## config.mk

```make
export PLATFORM = sky130hd
export DESIGN_NAME = ole_cell
export DESIGN_NICKNAME = d
export VERILOG_FILES = /design/src/hdl/ole_pkg.sv /design/src/hdl/ole_cell.sv
export SDC_FILE = /design/constraint.sdc
export NUM_CORES = 1
export LEC_CHECK = 0
export BUFFER_PORTS_ARGS = -buffer_cell sky130_fd_sc_hd__buf_4
export CELL_PAD_IN_SITES_DETAIL_PLACEMENT = 1
export CELL_PAD_IN_SITES_GLOBAL_PLACEMENT = 1
export CORE_ASPECT_RATIO = 1.4
export CORE_MARGIN = 1.5
export CORE_UTILIZATION = 28
export DETAILED_ROUTE_END_ITERATION = 6
export GPL_ROUTABILITY_DRIVEN = 1
export GPL_TIMING_DRIVEN = 1
export PLACE_DENSITY_LB_ADDON = 0.1
export SLEW_MARGIN = 20
export SYNTH_ARGS = -nofsm -noshare
export SYNTH_HDL_FRONTEND = slang
export SYNTH_SLANG_ARGS = --single-unit
export TNS_END_PERCENT = 10
```

## constraint.sdc

```tcl
create_clock -name clk -period 1.7 [get_ports clk]
set_input_delay 0.255 -clock clk [delete_from_list [all_inputs] [get_ports clk]]
set_output_delay 0.255 -clock clk [all_outputs]
set_load 0.02 [all_outputs]
```

## src/hdl/ole_pkg.sv

```systemverilog
// ----------------------------------------------------------------------------
// Ordered list engine package
// Command codes, cell control word, lookup tree entry and controller states
// shared by the cells, the lookup tree and the top level.
// ----------------------------------------------------------------------------
package ole_pkg;

    // Widths sized for the largest supported list of 4096 entries.
    localparam int IDX_W = 12;
    localparam int CNT_W = 13;
    localparam int BYTE_W = 8;

    // Fan-in of one lookup tree node and number of registered tree levels.
    localparam int GROUP = 16;
    localparam int TREE_LEVELS = 3;

    typedef enum logic [1:0] {
        CMD_INSERT = 2'd0,
        CMD_DELETE = 2'd1,
        CMD_GET    = 2'd2,
        CMD_LOCATE = 2'd3
    } cmd_t;

    typedef enum logic [2:0] {
        CELL_HOLD,
        CELL_INSERT,
        CELL_DELETE,
        CELL_GET,
        CELL_LOCATE
    } cell_op_t;

    typedef enum logic [1:0] {
        ST_IDLE,
        ST_CELL,
        ST_TREE,
        ST_DONE
    } state_t;

    // Broadcast from the controller to every cell.
    typedef struct packed {
        cell_op_t           op;
        logic [IDX_W-1:0]   pidx;
        logic [CNT_W-1:0]   count;
        logic [BYTE_W-1:0]  value;
    } cell_ctrl_t;

    // One candidate in the lookup tree.
    typedef struct packed {
        logic               hit;
        logic [IDX_W-1:0]   idx;
        logic [BYTE_W-1:0]  data;
    } hit_t;

endpackage

```

## src/hdl/ole_cell.sv

```systemverilog
// ----------------------------------------------------------------------------
// Ordered list cell
// Holds one list entry, takes a neighbor's entry when the list shifts and
// flags itself as a lookup hit for get, delete and locate.
// ----------------------------------------------------------------------------
module ole_cell #(
    parameter int J = 0
) (
    input  logic                         clk,
    input  logic                         rst_n,
    input  ole_pkg::cell_ctrl_t          ctrl,
    input  logic [ole_pkg::BYTE_W-1:0]   left_data,
    input  logic [ole_pkg::BYTE_W-1:0]   right_data,
    output logic [ole_pkg::BYTE_W-1:0]   data,
    output ole_pkg::hit_t                entry
);

    localparam logic [ole_pkg::IDX_W-1:0] JI = ole_pkg::IDX_W'(J);
    localparam logic [ole_pkg::CNT_W-1:0] JC = ole_pkg::CNT_W'(J);

    logic [ole_pkg::BYTE_W-1:0] data_reg;
    logic [ole_pkg::BYTE_W-1:0] data_next;
    logic                       hit_reg;
    logic                       hit_next;
    logic [ole_pkg::BYTE_W-1:0] hold_reg;

    // The hit flag and the captured entry stay put between commands, so a
    // result that waits for the output can still be read from the tree.
    always_comb
    begin
        data_next = data_reg;
        hit_next  = hit_reg;
        case (ctrl.op)
            ole_pkg::CELL_INSERT:
            begin
                hit_next = 1'b0;
                if (JI == ctrl.pidx)
                begin
                    data_next = ctrl.value;
                end
                else if (JI > ctrl.pidx)
                begin
                    data_next = left_data;
                end
            end
            ole_pkg::CELL_DELETE:
            begin
                // The removed entry is captured before the upper part moves down.
                hit_next = (JI == ctrl.pidx);
                if (JI >= ctrl.pidx)
                begin
                    data_next = right_data;
                end
            end
            ole_pkg::CELL_GET:
            begin
                hit_next = (JI == ctrl.pidx);
            end
            ole_pkg::CELL_LOCATE:
            begin
                hit_next = (data_reg == ctrl.value) && (JC < ctrl.count);
            end
            default:
            begin
                hit_next = hit_reg;
            end
        endcase
    end

    always_ff @(posedge clk)
    begin
        data_reg <= data_next;
        if (ctrl.op != ole_pkg::CELL_HOLD)
        begin
            hold_reg <= data_reg;
        end
    end

    always_ff @(posedge clk or negedge rst_n)
    begin
        if (!rst_n)
        begin
            hit_reg <= 1'b0;
        end
        else
        begin
            hit_reg <= hit_next;
        end
    end

    assign data       = data_reg;
    assign entry.hit  = hit_reg;
    assign entry.idx  = JI;
    assign entry.data = hold_reg;

endmodule

```

==> impl_metrics.toml <==
[run_status]
status = "complete, no violations"

[cts]
max-clock-path-buffers = 2
h-tree-depth = 1
clock_latency_ns = 0.25
clockRootBuffer = "clkbuf_8"
clk_pin_slew_worst_paths_ns = 0.07
clock_sinks = 17
postCtsSetupBuffers = 0
tritoncts.num_buffers = 3
cts_tree = "yes"

[critical_path]
cp.required_ns = 1.68
start_kind = "primary input"
path_class = "primary input to register"
worstPathMaxFanout = 6
arrival_ns = 1.26
endpoint_kind = "register"

[finish]
design_area_um2 = 1570
diodes = 0
multi_input_area_um2 = 400
nFillCells = 407
final_nets = 217
layout-drive-gt1-share_pct = 49.4
seq_area_um2 = 505
area_growth_pct = 58.2

[die]
start_util_pct = 29.3
die_area_um2 = 3910
top_level_ports = 83
chipHeight_um = 73.4
rows = 25
core-area_um2 = 3380
die_x_um = 53.3

[yosys]
synthArstFlopShare_pct = 5.88
syn_inst = 88
yosys.area.top_type = "edfxtp_1"
synth_area_leaders = "edfxtp_1 48%, buf_4 9.8%, mux2i_1 8.1%"
yosys.area.top_type_share_pct = 48.5
syn_area_per_cell_um2 = 11.3
synth_edf_count = 16
ys_seq_elements = 17
yosysMostFrequentCell = "edfxtp_1"
synth_cell_types = 20
synth_warnings = 0
netlist_top_cells_count = "16 x edfxtp_1, 13 x buf_4, 9 x nor2_1"
syn_area_um2 = 991
synthFlopType = "edfxtp_1"
ys_seq_area_share_pct = 51.0

[global_routing]
grt_start_max_net_pins = 17
grt.total_usage_pct = 14.4
grt_antenna_before_repair = 0
grt_pass1_vias = 951
grt_pass1_wl_um = 4110
overflow = 0

[sta]
setup_violations = 0
fin_crit_ns = 1.28
worst_pin_slew_ns = 0.536
fmax_ghz = 0.782
setup_tns_ns = 0
min_period_over_period_pct = 75.2
rsz0062_at_grt = "false"
finalHoldViolations = 0
fin_worst_skew_ns = 0.00257
final_max_slew_viol_count = 0
slew_headroom_pct = 64.2

[run]
maxCapViolCount = 0

[placed_design]
place_hpwl_um = 2290
port_buffers = 70
gp_congestion = 0.743
place_area_um2 = 1510

[power_and_ir_drop]
p_leak_nw = 0.760
power_density_nw_per_um2 = 613
peakVddDrop_v = 0.000273

[detailed_routing]
drtIter0Drc = 3
num_vias = 907
drt_wl_total_um = 2650
viasPerCell = 4.49
first_pass_iters = 4
wl_per_cell_um = 13.1
route.detailed.drc = 0
antenna_left = 0

[min_path]
hp-class = "primary input to async pin"
-- layout make-up --
class,instances,share of cell area [%]
well taps,40,3.19
flip-flops and latches,17,32.2
multi-input cells,66,25.5
repair buffers,75,36.1
clock inverters,1,0.319
clock buffers,3,2.63
-- layout by cell type, fill, tap and decap left out, drive strengths merged --
| cell | instances |
|---|---|
| buf | 74 |
| edfxtp | 16 |
| conb | 12 |
| nor2 | 9 |
| mux2i | 8 |
| a21oi | 8 |
| nor4 | 6 |
| xor2 | 5 |
| xnor2 | 4 |
| clkbuf | 3 |
| nor3 | 3 |
| nand3 | 2 |
| nand4 | 2 |
| o21ai | 2 |
| nand2b | 1 |
| or2 | 1 |
| or3 | 1 |
| nand2 | 1 |
| a2bb2oi | 1 |
| clkinv | 1 |
| dfrtp | 1 |
| dlygate4sd3 | 1 |
-- cells by family after synthesis --
group	count (synthesis)	synth area share [%]
other	1	0.378
muxes	8	8.08
AOI/OAI and AO/OA	11	5.93
DFF	17	51.0
and+or+nand+nor	26	13.4
xor gates and xnor gates	9	7.95
buffers and inverters	16	13.3
-- report_power, final --
part           total (W)  switching [W]  leakage [nW]  internal [W]
clock network   0.000305       0.000142        0.0255      0.000163
registers       0.000466     0.00000182         0.171      0.000464
logic           0.000191      0.0000834         0.563      0.000107
total           0.000961       0.000227         0.760      0.000734
-- worst paths after layout --
kind / start / end / slack, ns / depth (start not counted)
setup reg to reg: data[4] / hit_reg / 0.46 / 4
max in group asynchronous: rst_n / hit_reg / 1.31 / 2
setup / recovery: ctrl[27] / data[4] / 0.42 / 6
min in group clk: ctrl[35] / hit_reg / 0.31 / 3
hold reg to reg: data[0] / hold_reg[0] / 0.51 / 0
hold / removal: rst_n / hit_reg / 0.31 / 2
-- metal layers --
metal	vias to the layer above	global-route usage [%]	routed length (um)
met4	0	7.69	25
met1	410	14.8	908
met3	2	2.44	250
met5	-	0	0
met2	55	26.6	1470
li1	440	-	-
-- per-stage QoR --
step | util, % | setup WS, ns | power [W] | hold slack [ns] | cells
floorplan | - | 0.143 | 0.000570 | -0.0406 | 99
global placement | 44.7 | 0.167 | 0.000661 | 0.0314 | 197
detailed placement | 44.7 | 0.131 | 0.000665 | 0.0327 | 197
CTS | 46.4 | 0.403 | 0.000973 | 0.306 | 202
global route | 46.4 | 0.277 | 0.00101 | 0.330 | 202
finish | 46.4 | 0.422 | 0.000961 | 0.310 | 202
-- what timing repair did --
| action | 4_1_cts | 5_1_grt |
|---|---|---|
| endpoints found under the hold margin | 1 | 0 |
| hold buffers | 1 | 0 |
| gates resized for setup | 0 | 0 |
-- critical path, cell delays in order --
cell and delay (ns):
buf_4 0.11, nor4_1 0.27, nand3_1 0.18, buf_4 0.21
mux2i_1 0.15, a21oi_1 0.08
Power figures use the tool's default switching activity.
